==> config.mk <==
export PLATFORM = sky130hd
export DESIGN_NAME = psnt_cell
export DESIGN_NICKNAME = d
export VERILOG_FILES = /design/src/hdl/psnt_pkg.sv /design/src/hdl/psnt_cell.sv
export SDC_FILE = /design/constraint.sdc
export NUM_CORES = 1
export LEC_CHECK = 0
export BUFFER_PORTS_ARGS = -buffer_cell sky130_fd_sc_hd__buf_2
export CORE_AREA = 3 3 313 315
export DETAILED_ROUTE_END_ITERATION = 10
export DIE_AREA = 0 0 316 318
export GPL_TIMING_DRIVEN = 0
export PLACE_DENSITY = 0.34
export RECOVER_POWER = 50
export SYNTH_ARGS = -nofsm -noshare
export SYNTH_HDL_FRONTEND = slang
export SYNTH_SLANG_ARGS = --single-unit
==> constraint.sdc <==
create_clock -name clk -period 8.1 [get_ports clk]
set_clock_uncertainty 0.15 [all_clocks]
set_input_delay 1.62 -clock clk [delete_from_list [all_inputs] [get_ports clk]]
set_output_delay 1.62 -clock clk [all_outputs]
set_load 0.05 [all_outputs]
==> src/hdl/psnt_pkg.sv <==
`timescale 1ns / 1ps
`default_nettype none
// ---------------------------------------------------------------------------
// psnt_pkg
// Shared sizes, codes, link types and name helper for the sorted name table.
// ---------------------------------------------------------------------------
package psnt_pkg;

	localparam int ENTRIES    = 32;
	localparam int CNT_W      = $clog2(ENTRIES + 1);
	localparam int NAME_BYTES = 19;
	localparam int NAME_W     = 8 * NAME_BYTES;
	localparam int PRI_W      = 32;

	localparam logic [1:0] OP_INSERT = 2'd0;
	localparam logic [1:0] OP_DELETE = 2'd1;
	localparam logic [1:0] OP_SEARCH = 2'd2;

	localparam logic [1:0] ST_OK        = 2'd0;
	localparam logic [1:0] ST_FULL      = 2'd1;
	localparam logic [1:0] ST_NOT_FOUND = 2'd2;

	typedef logic [NAME_W-1:0] name_t;

	typedef struct packed {
		logic                    valid;
		logic                    ins;
		name_t                   name;
		logic signed [PRI_W-1:0] pri;
	} link_t;

	typedef struct packed {
		logic                    seen;
		logic signed [PRI_W-1:0] pri;
	} srch_t;

	typedef struct packed {
		logic                    calc;
		logic                    commit;
		logic [1:0]              op;
		name_t                   name;
		logic signed [PRI_W-1:0] pri;
	} ctl_t;

	// clear every byte after the first zero byte
	function automatic name_t tidy_name(name_t raw);
		name_t res;
		logic  ended;
		res   = '0;
		ended = 1'b0;
		for (int k = 0; k < NAME_BYTES; k++) begin
			res[8*k +: 8] = ended ? 8'h00 : raw[8*k +: 8];
			if (raw[8*k +: 8] == 8'h00) begin
				ended = 1'b1;
			end
		end
		return res;
	endfunction

endpackage
`default_nettype wire

==> src/hdl/psnt_cell.sv <==
`timescale 1ns / 1ps
`default_nettype none
// ---------------------------------------------------------------------------
// psnt_cell
// One table slot: compares against the broadcast word, then shifts toward
// either neighbor or loads the new item on commit.
// ---------------------------------------------------------------------------
module psnt_cell (
	input  wire                   clk,
	input  wire                   arst_n,
	input  psnt_pkg::ctl_t        ctl,
	input  psnt_pkg::link_t       prev,
	input  psnt_pkg::link_t       next,
	output psnt_pkg::link_t       own,
	input  psnt_pkg::srch_t       srch_in,
	output psnt_pkg::srch_t       srch_out
);
	import psnt_pkg::*;

	logic                    valid_q;
	logic                    match_q;
	logic                    ins_q;
	name_t                   name_q;
	logic signed [PRI_W-1:0] pri_q;

	logic                    take_new;
	logic                    take_prev;
	logic                    take_next;
	logic                    seen_out;

	assign seen_out  = srch_in.seen || match_q;
	assign take_new  = ctl.commit && (ctl.op == OP_INSERT) && ins_q && !prev.ins;
	assign take_prev = ctl.commit && (ctl.op == OP_INSERT) && prev.ins;
	assign take_next = ctl.commit && (ctl.op == OP_DELETE) && seen_out;

	always_ff @(posedge clk or negedge arst_n) begin
		if (!arst_n) begin
			valid_q <= 1'b0;
			match_q <= 1'b0;
			ins_q   <= 1'b0;
		end else begin
			if (ctl.calc) begin
				match_q <= valid_q && (name_q == ctl.name);
				ins_q   <= !valid_q || ($signed(pri_q) <= $signed(ctl.pri));
			end
			if (take_new || take_prev) begin
				valid_q <= valid_q || prev.valid;
			end else if (take_next) begin
				valid_q <= next.valid;
			end
		end
	end

	always_ff @(posedge clk) begin
		if (take_new) begin
			name_q <= ctl.name;
			pri_q  <= ctl.pri;
		end else if (take_prev) begin
			name_q <= prev.name;
			pri_q  <= prev.pri;
		end else if (take_next) begin
			name_q <= next.name;
			pri_q  <= next.pri;
		end
	end

	assign own.valid = valid_q;
	assign own.ins   = ins_q;
	assign own.name  = name_q;
	assign own.pri   = pri_q;

	assign srch_out.seen = seen_out;
	assign srch_out.pri  = srch_in.seen ? srch_in.pri : (match_q ? pri_q : '0);

endmodule
`default_nettype wire

# After elaboration in Yosys (flattened, before gate mapping)
# Cells that the tools add are included.
totals:
  register_bits: 187
  inputBits: 595
  out_inout_bits: 219
  word_cells: 34
op_classes:
  magnitude_cmp: 1
  eq_ne: 2
  muxes: 10
  n_reduce_logical: 16
op_table:
  columns: ["cell", "n"]
  rows:
  - ["$mux W152", 3]
  - ["$mux W32", 5]
  - ["$eq A152 B152 Y1", 1]
  - ["$le A32 B32 Y1", 1]
  - ["$logic_and A1 B1 Y1", 7]
  - ["$logic_or A1 B1 Y1", 4]
  - ["$reduce_bool A3 Y1", 1]
  - ["$eq A2 B1 Y1 const B", 1]
  - ["$logic_not A1 Y1", 2]
  - ["$logic_not A2 Y1", 1]
  - ["$mux W1", 2]
  - ["$reduce_bool A2 Y1", 1]

# Depth between registers and ports, before layout
# Gate-level depths: netlist (run 1).
depth:
  depth_word: 6
  ltp_mapped: 9
  mapped_depth_nobuf: 9

# Worst setup path after synthesis (run 1)
# Ideal clock, no wire load.
synth_timing:
  path_type: "input port to flip-flop"
  startpoint: "input port ctl[186] in the netlist's numbering"
  endpoint: "register name_q[0] (enable)"
  setup_ns: 1.494
  t_arrival_ns: 5.256
  path_slack_ns: 1.201
  path_stages: 4
  path_buffers: 1
  cell_sequence: "nor3b_1 o21ai_1 clkbuf_1 nand2_1"
synth_between:
  elab_chain_len: 4
  word_cells_on_any_way: 7
  cone_classes: "7 x reduce/logical"
synth_lines:
  columns: ["element", "line", "text"]
  rows:
  - ["from (decl)", "psnt_cell.sv:11", "input psnt_pkg::ctl_t ctl,"]
  - ["$logic_and A1 B1 Y1", "psnt_cell.sv:32, psnt_cell.sv:33", null]
  - ["$logic_and A1 B1 Y1 (2 in series)", "psnt_cell.sv:32", "assign take_new = ctl.commit && (ctl.op == OP_INSERT) && ins_q && !prev.ins;"]
  - ["$reduce_bool A3 Y1 (no source line) *", null, null]
  - ["to (signal assigned)", "psnt_cell.sv:56", "name_q <= ctl.name;"]
  - ["to (signal assigned)", "psnt_cell.sv:59", "name_q <= prev.name;"]
  - ["to (signal assigned)", "psnt_cell.sv:62", "name_q <= next.name;"]
  - ["to (decl)", "psnt_cell.sv:23", "name_t name_q;"]
# Every way passes the cells marked *; elsewhere a longest branch is shown, timed or not.
# A chain may end at the register's enable or synchronous reset.

==> results.md, run 1 <==
- Critical path type: in -> out
- Clk_lat worst skew: 0.52 ns
- Vias: 13,610
- Reg-to-reg endpoint: name_q[56]$_DFFE_PP_
- Number of fill cells: 10,820
- Mapped Nets: 1,700
- Hold-critical path depth: 1
- Design area: 0.01767 mm²
- Cts hold-fix bufs: 0
- Cell area after synthesis: 0.01153 mm²
- CP max-delay cell: clkbuf_1
- Cell variety after synth: 45
- Antenna viol nets, final: 0
- DRT iter0 DRCs: 1,874
- Async S/R FF share, synth: 0.01604
- Area of the multi-input gates: 0.004563 mm²
- Routed WL: 101,600 µm
- RSZ-0062 raised after global routing: no
- Synthesis Warnings: 0
- Rows: 113
- Aggregate global routing overflow: 0
- Worst Hold Class: reg -> reg
- Post-synth EDFFs: 184
- Gp weighted congestion: 0.8581
- # IOs: 814
- M1 GR Usage: 0.2253
- Sequential area share after synthesis: 0.4856
- Static leakage: 7.914 nW
- Number of iterations in the first detailed-routing pass: 10
- Violated checks: max-capacitance violations, max-slew violations
- CTS Buffer Depth: 2
- TritonCTS Sinks: 187
- Top-count cell post-synth: inv_1
- Required @ worst endpoint: 6.33 ns
- Relative slew slack: -0.2822
- Status: complete, but fails checks
- Reg2reg start: ins_q$_DFFE_PN0P_
- Critical Path Start Type: input port
- Root Driver: clkbuf_16
- FMAX: 0.1846 GHz
- R2r setup slk: 3.75 ns
- Die Wd: 316 µm
- Area taken by flip-flops and latches: 0.005600 mm²
- Area grow syn2layout: 53.22%
- Worst Max-Slew Pin Slew: 1.903 ns
- CTS H-tree lvls: 4
- Crit-path cells: clkbuf_1, nor2_1, clkbuf_1, a22o_1, buf_2
- Vias in the first global route: 14,700
- Period minus WS final: 5.418 ns
- CP Max Fanout: 10
- VDD IR max: 169.5 µV
- Clock slew at reported path FFs: 0.07 ns
- Post-CTS Setup Bufs: 0
- Post-synth top area share: 0.4791
- TNS Setup: 0 ns
- Routing usage on met2: 0.3487
- Dominant synthesized flop cell: edfxtp_1
- Avg Cell Area, Syn: 10.75 µm²
- DP HPWL: 86,730 µm
- Most frequent CP cell: clkbuf_1
- Leading area contributor after synthesis: edfxtp_1
- Nets: 2,536
- Hold_sp: valid_q$_DFFE_PN0P_
- Max-Cap Viols: 2
- Initial antenna violation count: 25
- Crit-path max cell delay: 0.63 ns
- Worst Hold End: valid_q$_DFFE_PN0P_
- Area contributors post-synth: edfxtp_1 (48%), a222oi_1 (16%), inv_1 (9.2%), xor2_1 (5.4%), ha_1 (3.5%)
- Layout cells sized above 1: 0.3656
- Final Cycle Share: 0.6689
- Fin. Hold Viols: 0
- Starting density of the core: 0.1212
- Synthesized flop and latch total: 187
- Worst Path Arrival: 3.65 ns
- Die H: 318 µm
- CP Buf/Inv Count: 3
- Mapped Cells: 1,073
- CTS tree: yes
- Total GRT Usage: 0.1942
- Count of input and output buffers: 811
- Final Max Slew Viols: 21
- Placed Area: 0.01731 mm²
- Drc violations: 0
- Most Crowded Layer GR: met2
- CP Capture Type: output port
- Most frequent cells after synthesis: inv_1 (282), a222oi_1 (185), edfxtp_1 (184), xor2_1 (71), buf_2 (45)
- First-pass GRT wire length: 130,300 µm
- Cts bufs inserted: 17
- Final setup violation count: 0
- Die area: 0.1005 mm²
- Vias per cell: 4.250
- DR WL/cell: 31.73 µm
- CTS resizes: 0
- CP delay by family, top: buffers and inverters
- GR Util met3: 0.05060
- Largest net degree at the start of global routing: 60
- R2r worst-path depth: 5
- PwrDens: 167.8 mW/mm²
- Core area: 0.09515 mm²
metal layers:
metal | share of wire | up-vias
met3 | 0.072 | 119
li1 | - | 5906
met2 | 0.50 | 818
met1 | 0.40 | 6749
met4 | 0.026 | 16
met5 | 0.0012 | -
how the worst max path moves through the flow:
stage                     slack [ns]         from  depth (start not counted)                   end
after CTS                       2.57  srch_in[32]                          5          srch_out[17]
after floorplan                 1.20     ctl[186]                          4   name_q[0]$_DFFE_PP_
after global placement         -3.60    prev[184]                          4  name_q[96]$_DFFE_PP_
after detailed placement        2.58  srch_in[32]                          5          srch_out[17]
final                           2.68  srch_in[32]                          5          srch_out[17]
after global routing            2.57    prev[184]                          6  name_q[56]$_DFFE_PP_
worst register-to-register path: stages, from the launching register on:
cell,delay (ns)
dfrtp_1,0.41
o21ai_0,1.44
clkbuf_1,0.70
nand2_4,0.57
buf_16,0.39
buf_16,0.31
placed cells by master (no fill, tap or decap), types with 4 or more instances in the layout:
| cell type | Yosys | final |
|---|---|---|
| edfxtp_1 | 184 | 184 |
| a22o_1 | 37 | 37 |
| diode_2 | 0 | 17 |
| clkinvlp_4 | 0 | 4 |
| clkbuf_1 | 23 | 222 |
| nand3_1 | 6 | 6 |
| nand2_1 | 15 | 14 |
| o2bb2ai_1 | 5 | 5 |
| xnor2_1 | 14 | 14 |
| o21ai_0 | 6 | 7 |
| o2111ai_1 | 4 | 4 |
| xor2_1 | 71 | 71 |
| nor2b_1 | 8 | 8 |
| nor2_1 | 11 | 11 |
| a21oi_1 | 13 | 13 |
| buf_2 | 45 | 657 |
| ha_1 | 32 | 32 |
| o22ai_1 | 24 | 24 |
| nor4_1 | 24 | 23 |
| nand2b_1 | 13 | 13 |
| inv_1 | 282 | 282 |
| nand4_1 | 21 | 21 |
| a222oi_1 | 185 | 185 |
| clkbuf_16 | 0 | 17 |
| a221oi_1 | 12 | 11 |
| a2111oi_0 | 5 | 4 |
| buf_4 | 3 | 5 |
layout make-up:
| cell class | count | area share |
|---|---|---|
| flip-flops and latches | 187 | 0.3169 |
| multi-input cells | 532 | 0.2582 |
| repair buffers | 817 | 0.2225 |
| well taps | 1265 | 0.08956 |
| inverters | 282 | 0.05990 |
| clock buffers | 17 | 0.02407 |
| plain buffers | 72 | 0.01834 |
| clock inverters | 13 | 0.008071 |
| diodes | 17 | 0.002407 |
kinds of logic (layout without fill, tap and decap cells):
group,Yosys count,after routing,share of synthesized area
buffers and inverters,354,1201,0.1211
AOI/OAI and AO/OA,307,307,0.2410
DFF,187,187,0.4856
and+or+nand+nor,108,108,0.05305
xor gates and xnor gates,85,85,0.06455
adders and majority gates,32,32,0.03471
other,0,17,0
per-stage QoR:
stage | setup WS, ns | utilization | total power (W) | std cells | hold slack (ns)
6_report | 2.682 | 0.1857 | 0.002965 | 3202 | 0.4278
5_1_grt | 2.567 | 0.1853 | 0.003096 | 3186 | 0.4485
4_1_cts | 2.572 | 0.1879 | 0.003043 | 3185 | 0.4311
3_5_place_dp | 2.583 | 0.1819 | 0.002092 | 3155 | 0.4069
3_3_place_gp | -3.604 | 0.1805 | 0.002100 | 3149 | 0.3928
2_1_floorplan | 1.201 | - | 0.001629 | 1073 | 0.3334
report_power, final:
part	internal, W	total (W)	switching, W
logic	0.000263	0.000858	0.000594
clock network	0.000453	0.000926	0.000473
registers	0.00114	0.00118	0.0000455
total	0.00185	0.00296	0.00111
state kept, by name, summed over array words and instances, names as in the netlist:
signal,cells
match_q,1
valid_q,1
ins_q,1
name_q,152
pri_q,32
(Power assumes the default switching activity.)
==> inputs of run 2 (changes only) <==
Settings changed: ABC_AREA set to 1, CORE_AREA 3 3 313 315 to 3 3 318 320, DIE_AREA 0 0 316 318 to 0 0 321 323, PLACE_DENSITY 0.34 to 0.35.
Clock period 8.1 ns to 4.4 ns, I/O delays scaled along.
==> results.md, run 2 <==
- Worst Hold Class: reg -> reg
- Total GRT Usage: 0.1907 (-0.003559)
- Violated checks: max-capacitance violations, max-slew violations
- First-pass GRT wire length: 131,600 µm (+1.0%)
- Final Cycle Share: 0.9039
- Core area: 0.09842 mm² (+3.4%)
- Gp weighted congestion: 0.8280 (-3.5%)
- Final Max Slew Viols: 10 (-52%)
- Clock share of power: 0.311 (about the same)
- Post-synth top area share: 0.4419 (-0.03715)
- CP Max Fanout: 90 (+80)
- Die Wd: 321 µm (+1.6%)
- Worst Path Arrival: 3.93 ns (+0.28 ns)
- Clock slew at reported path FFs: 0.08 ns (about the same)
- Die H: 323 µm (+1.6%)
- Top Registers: name_q: 152 flops, pri_q: 32 flops
- Antenna viol nets, final: 0 (unchanged)
- Internal power: 0.003495 W (+89%)
- Status: complete, but fails checks
- Aggregate global routing overflow: 0 (unchanged)
- Rows: 115 (+1.8%)
- Post-CTS Setup Bufs: 0 (unchanged)
- Static leakage: 8.693 nW (+9.8%)
- Relative slew slack: -0.2191 (+0.06304)
- TNS Setup: 0 ns (unchanged)
- CTS H-tree lvls: 4 (unchanged)
- Largest net degree at the start of global routing: 91 (+52%)
- Count of input and output buffers: 811 (unchanged)
- Nets: 3,077 (+21%)
- Synthesized flop and latch total: 187 (unchanged)
- Drc violations: 0 (unchanged)
- Mapped Nets: 2,243 (+32%)
- Power, Total: 0.005740 W (+94%)
- Initial antenna violation count: 42 (+68%)
- Most frequent cells in the layout: nand2_1 (678), buf_2 (657), clkbuf_1 (214)
- P_sw: 0.002245 W (+100%)
- Vias per cell: 3.955 (-6.9%)
- Cell variety after synth: 35 (-22%)
- Starting density of the core: 0.1270 (+0.005829)
- Combinational Power Share: 0.300 (+0.011)
- Die area: 0.1037 mm² (+3.2%)
- Synthesis Warnings: 0 (unchanged)
- Routed WL: 102,700 µm (+1.1%)
- DP HPWL: 86,490 µm (-0.28%)
- Vias in the first global route: 15,200 (+3.4%)
- Period minus WS final: 3.977 ns
- Mapped Cells: 1,616 (+51%)
- Finished Core Util: 0.1887 (+0.002963)
- Max-Cap Viols: 1 (-1)
- DRT iter0 DRCs: 900 (-52%)
- Final setup violation count: 0 (unchanged)
- Clk_lat worst skew: 0.52 ns (about the same)
- Area grow syn2layout: 48.52%
- Critical path type: in -> reg
- Dominant synthesized flop cell: edfxtp_1
- Top-count cell post-synth: nand2_1
- Flop pwr share: 0.389 (-0.009)
- Sequential area share after synthesis: 0.4479 (-0.03766)
- CP Capture Type: flop
- FMAX: 0.2514 GHz
- # IOs: 814 (unchanged)
- Cts bufs inserted: 17 (unchanged)
- Most frequent cells after synthesis: nand2_1 (678), edfxtp_1 (184), inv_1 (159), nor2_1 (88), a22oi_1 (87)
- Cell area after synthesis: 0.01250 mm² (+8.4%)
- Root Driver: clkbuf_16
- RSZ-0062 raised after global routing: no
- DR WL/cell: 27.31 µm (-14%)
- Avg Cell Area, Syn: 7.737 µm² (-28%)
- Layout cells sized above 1: 0.2884 (-0.07724)
- PwrDens: 309.1 mW/mm² (+84%)
- Leading area contributor after synthesis: edfxtp_1
- Post-synth EDFFs: 184 (unchanged)
- Cts hold-fix bufs: 1 (+1)
- Number of iterations in the first detailed-routing pass: 5 (-5)
- Critical Path Start Type: input port
- CTS tree: yes
- Async S/R FF share, synth: 0.01604 (unchanged)
- Largest register FFs: 152 (unchanged)
- VDD IR max: 215.5 µV (+27%)
- CTS resizes: 0 (unchanged)
- Area contributors post-synth: edfxtp_1 (44%), nand2_1 (20%), a22oi_1 (5.2%), inv_1 (4.8%), ha_1 (3.2%)
- Top reg by flops: name_q
- Worst Max-Slew Pin Slew: 1.822 ns (-0.08118 ns)
- Most common cell after layout, fill and taps aside: nand2_1
- Vias: 14,870 (+9.3%)
- Fin. Hold Viols: 0 (unchanged)
- Required @ worst endpoint: 4.36 ns (-1.97 ns)
- CTS Buffer Depth: 2 (unchanged)
- TritonCTS Sinks: 187 (unchanged)
- Sw frac: 0.3911 (+0.01576)
run 2: cell types whose count changed after synthesis, sizes merged, moves of 57 or more:
cell / previous run / this run
a222oi: 185 / 0
nor2: 11 / 90
o211ai: 2 / 59
a22oi: 2 / 87
nand2: 15 / 679
nand3: 6 / 77
inv: 282 / 162
run 2: final cells by class:
class	instances	area, µm²
clock inverters	14	170.2
repair buffers	815	3897
fillers	11520	79850
well taps	1287	1610
clock buffers	17	425.4
diodes	10	25.02
inverters	162	608.1
plain buffers	72	344.1
flip-flops and latches	187	5600
multi-input cells	1195	5889
run 2: per-layer routing:
| layer | share of wire | routed length (µm) | track usage | vias to the layer above |
|---|---|---|---|---|
| met5 | 0.00089 | 91 | 0 | - |
| met1 | 0.40 | 41210 | 0.2224 | 6956 |
| met3 | 0.071 | 7289 | 0.04968 | 86 |
| met4 | 0.017 | 1712 | 0.03978 | 14 |
| met2 | 0.51 | 52370 | 0.3501 | 724 |
| li1 | - | - | - | 7087 |
run 2: worst paths after layout:
kind                                         to  slack (ns)  cells past startpoint                 from
max in group asynchronous   match_q$_DFFE_PN0P_        3.31                      2               arst_n
min in group asynchronous   valid_q$_DFFE_PN0P_        0.59                      2               arst_n
min                         valid_q$_DFFE_PN0P_        0.45                      2  valid_q$_DFFE_PN0P_
max reg2reg                name_q[35]$_DFFE_PP_        0.59                      6    ins_q$_DFFE_PN0P_
max                        name_q[35]$_DFFE_PP_        0.42                     10             ctl[185]
min reg2reg                 valid_q$_DFFE_PN0P_        0.45                      2  valid_q$_DFFE_PN0P_
run 2: kinds of logic (layout without fill, tap and decap cells):
kind of cell	Yosys count	count (layout)	share of synthesized area
and+or+nand+nor	869	869	0.2738
AOI/OAI and AO/OA	249	249	0.1367
buffers and inverters	234	1080	0.07805
DFF	187	187	0.4479
xor gates and xnor gates	45	45	0.03152
adders and majority gates	32	32	0.03202
other	0	10	0
run 2: metrics by stage:
step | cells | hold slack [ns] | area [µm²] | setup slack [ns]
6_report | 3759 | 0.4457 | 18570 | 0.4226
5_1_grt | 3752 | 0.4408 | 18550 | 0.2754
4_1_cts | 3749 | 0.4141 | 18860 | 0.5921
3_5_place_dp | 3717 | 0.4291 | 18250 | 0.4564
3_3_place_gp | 3714 | 0.4387 | 18170 | -2.468
2_1_floorplan | 1616 | 0.3605 | 12510 | 0.1671
run 2: power by group through the flow:
stage                     Sequential [W]  Combinational (W)  Clock (W)
after floorplan                  0.00262           0.000557          0
after global routing             0.00224            0.00187    0.00190
final                            0.00223            0.00172    0.00178
after global placement           0.00229            0.00180          0
after detailed placement         0.00227            0.00181          0
after CTS                        0.00223            0.00181    0.00186
run 2: critical path: stages:
cell and delay (ns):
buf_2 0.08, inv_1 0.04, nand2_1 0.06, nor2_2 0.06, nand2_1 0.08, nand2_1 0.06
inv_1 0.22, clkbuf_1 0.90, nand2_1 0.86, buf_16 0.46
==> inputs of run 3 (changes only) <==
Settings changed: CORE_AREA 3 3 318 320 to 3 3 317 319, DIE_AREA 0 0 321 323 to 0 0 320 322, PLACE_DENSITY 0.35 to 0.31.
Clock period 4.4 ns to 4.7 ns, I/O delays scaled along.
==> results.md, run 3 (synthesis gave the netlist of run 2 again) <==
- Status: complete, but fails checks
- Violated checks: max-capacitance violations, max-slew violations
- Worst Path Arrival: 4.02 ns (+0.09 ns)
- Final worst slack: 0.6210 ns (+0.1983 ns)
- Top reg by flops: name_q
- Critical path type: in -> reg
- Gp weighted congestion: 0.8580 (+3.6%)
- Required @ worst endpoint: 4.64 ns (+0.28 ns)
- Initial antenna violation count: 26 (-38%)
- Most common cell after layout, fill and taps aside: nand2_1
- Layout cells sized above 1: 0.2882 (about the same)
- Vias: 15,030 (+1.1%)
- Area grow syn2layout: 48.24%
- CP Max Fanout: 90 (unchanged)
- Power, Total: 0.005350 W (-6.8%)
- Worst Hold Class: reg -> reg
- CP Capture Type: flop
- Number of iterations in the first detailed-routing pass: 5 (unchanged)
- Vias per cell: 4.007 (+1.3%)
- Antenna viol nets, final: 0 (unchanged)
- Aggregate global routing overflow: 0 (unchanged)
- Fin cells: 3,752 (-0.19%)
- DP HPWL: 86,100 µm (-0.44%)
- Relative slew slack: -0.06099 (+0.1581)
- Max-Cap Viols: 1 (unchanged)
- DRT iter0 DRCs: 921 (+2.3%)
- Cells after DPL: 3,716 (-0.027%)
- Final Cycle Share: 0.8679
- Largest register FFs: 152 (unchanged)
- Count of input and output buffers: 811 (unchanged)
- CTS Buffer Depth: 2 (unchanged)
- Worst Max-Slew Pin Slew: 1.586 ns (-0.2363 ns)
- Starting density of the core: 0.1274 (+0.0003726)
- VDD IR max: 254.5 µV (+18%)
- Die H: 322 µm (-0.31%)
- Post-CTS Setup Bufs: 0 (unchanged)
- DR WL/cell: 27.23 µm (-0.32%)
- Drc violations: 0 (unchanged)
- PwrDens: 288.6 mW/mm² (-6.6%)
- # IOs: 814 (unchanged)
- Total GRT Usage: 0.1918 (+0.001145)
- Die area: 0.1030 mm² (-0.62%)
- CTS tree: yes
- Routed WL: 102,200 µm (-0.50%)
- Pre-CTS setup slack: 0.9192 ns (+0.4627 ns)
- Cts bufs inserted: 17 (unchanged)
- Fin. Hold Viols: 0 (unchanged)
- Number of fill cells: 11,510 (-0.11%)
- Root Driver: clkbuf_16
- Top Registers: name_q: 152 flops, pri_q: 32 flops
- CTS H-tree lvls: 4 (unchanged)
- Final setup violation count: 0 (unchanged)
- Static leakage: 8.678 nW (-0.17%)
- Largest net degree at the start of global routing: 91 (unchanged)
- TritonCTS Sinks: 187 (unchanged)
- Clock slew at reported path FFs: 0.08 ns (about the same)
- Clk_lat worst skew: 0.52 ns (about the same)
- Vias in the first global route: 15,990 (+5.2%)
- FMAX: 0.2452 GHz
- Final Max Slew Viols: 10 (unchanged)
- Core area: 0.09813 mm² (-0.29%)
- Critical Path Start Type: input port
- R2r setup slk: 0.81 ns (+0.22 ns)
- Period minus WS final: 4.079 ns
- First-pass GRT wire length: 134,400 µm (+2.1%)
- Rows: 115 (unchanged)
- Nets: 3,076 (-0.032%)
- RSZ-0062 raised after global routing: no
- Most frequent cells in the layout: nand2_1 (678), buf_2 (657), clkbuf_1 (214)
- Die Wd: 320 µm (-0.31%)
[run 3: layout make-up]
class | instances | area, µm² | area share
antenna | 5 | 12.51 | 0.0006750
buffer | 72 | 349.1 | 0.01883
clock buffer | 17 | 425.4 | 0.02295
clock inverter | 13 | 142.6 | 0.007695
inverter | 162 | 608.1 | 0.03281
multi-input combinational | 1195 | 5897 | 0.3181
sequential | 187 | 5600 | 0.3021
tap | 1287 | 1610 | 0.08688
timing repair buffer | 814 | 3890 | 0.2099
[run 3: through the flow]
stage | setup TNS (ns) | cell area [µm²] | hold WS [ns] | util
after floorplan | 0 | 12510 | 0.3605 | -
after global placement | -407.64 | 18170 | 0.3896 | 0.1852
after detailed placement | 0 | 18240 | 0.4014 | 0.1859
after CTS | 0 | 18820 | 0.4149 | 0.1918
after global routing | 0 | 18530 | 0.4520 | 0.1888
final | 0 | 18540 | 0.4136 | 0.1889
[run 3: power breakdown]
group / total [W] / internal, W / switching, W / leakage, nW
logic: 0.00163 / 0.000441 / 0.00119 / 6.65
clock network: 0.00163 / 0.000785 / 0.000845 / 0.272
registers: 0.00209 / 0.00199 / 0.0000985 / 1.75
total: 0.00535 / 0.00322 / 0.00213 / 8.68
[run 3: timing repair]
item	4_1_cts	5_1_grt
endpoints found under the hold margin	3	0
resized for setup	0	0
hold buffers	1	0
[run 3: critical path: stages]
cell	delay, ns
buf_2	0.09
inv_1	0.04
nand2_1	0.05
nor2_1	0.07
nand2_1	0.09
nand2_1	0.07
inv_1	0.18
clkbuf_1	0.97
nand2_1	0.81
buf_16	0.44
[run 3: routing by layer]
layer / share of wire / routed length [µm] / global-route usage
met1: 0.40 / 40790 / 0.2216
met2: 0.52 / 53000 / 0.3568
met3: 0.063 / 6452 / 0.04625
met4: 0.017 / 1773 / 0.04130
met5: 0.0013 / 130 / 0
[run 3: path summary, 6_finish.rpt]
kind,startpoint,endpoint,cells past startpoint
min reg2reg,valid_q$_DFFE_PN0P_,valid_q$_DFFE_PN0P_,2
max reg2reg,ins_q$_DFFE_PN0P_,name_q[30]$_DFFE_PP_,6
min in group asynchronous,arst_n,ins_q$_DFFE_PN0P_,2
max in group asynchronous,arst_n,match_q$_DFFE_PN0P_,2
max,ctl[185],name_q[30]$_DFFE_PP_,10
min,valid_q$_DFFE_PN0P_,valid_q$_DFFE_PN0P_,2
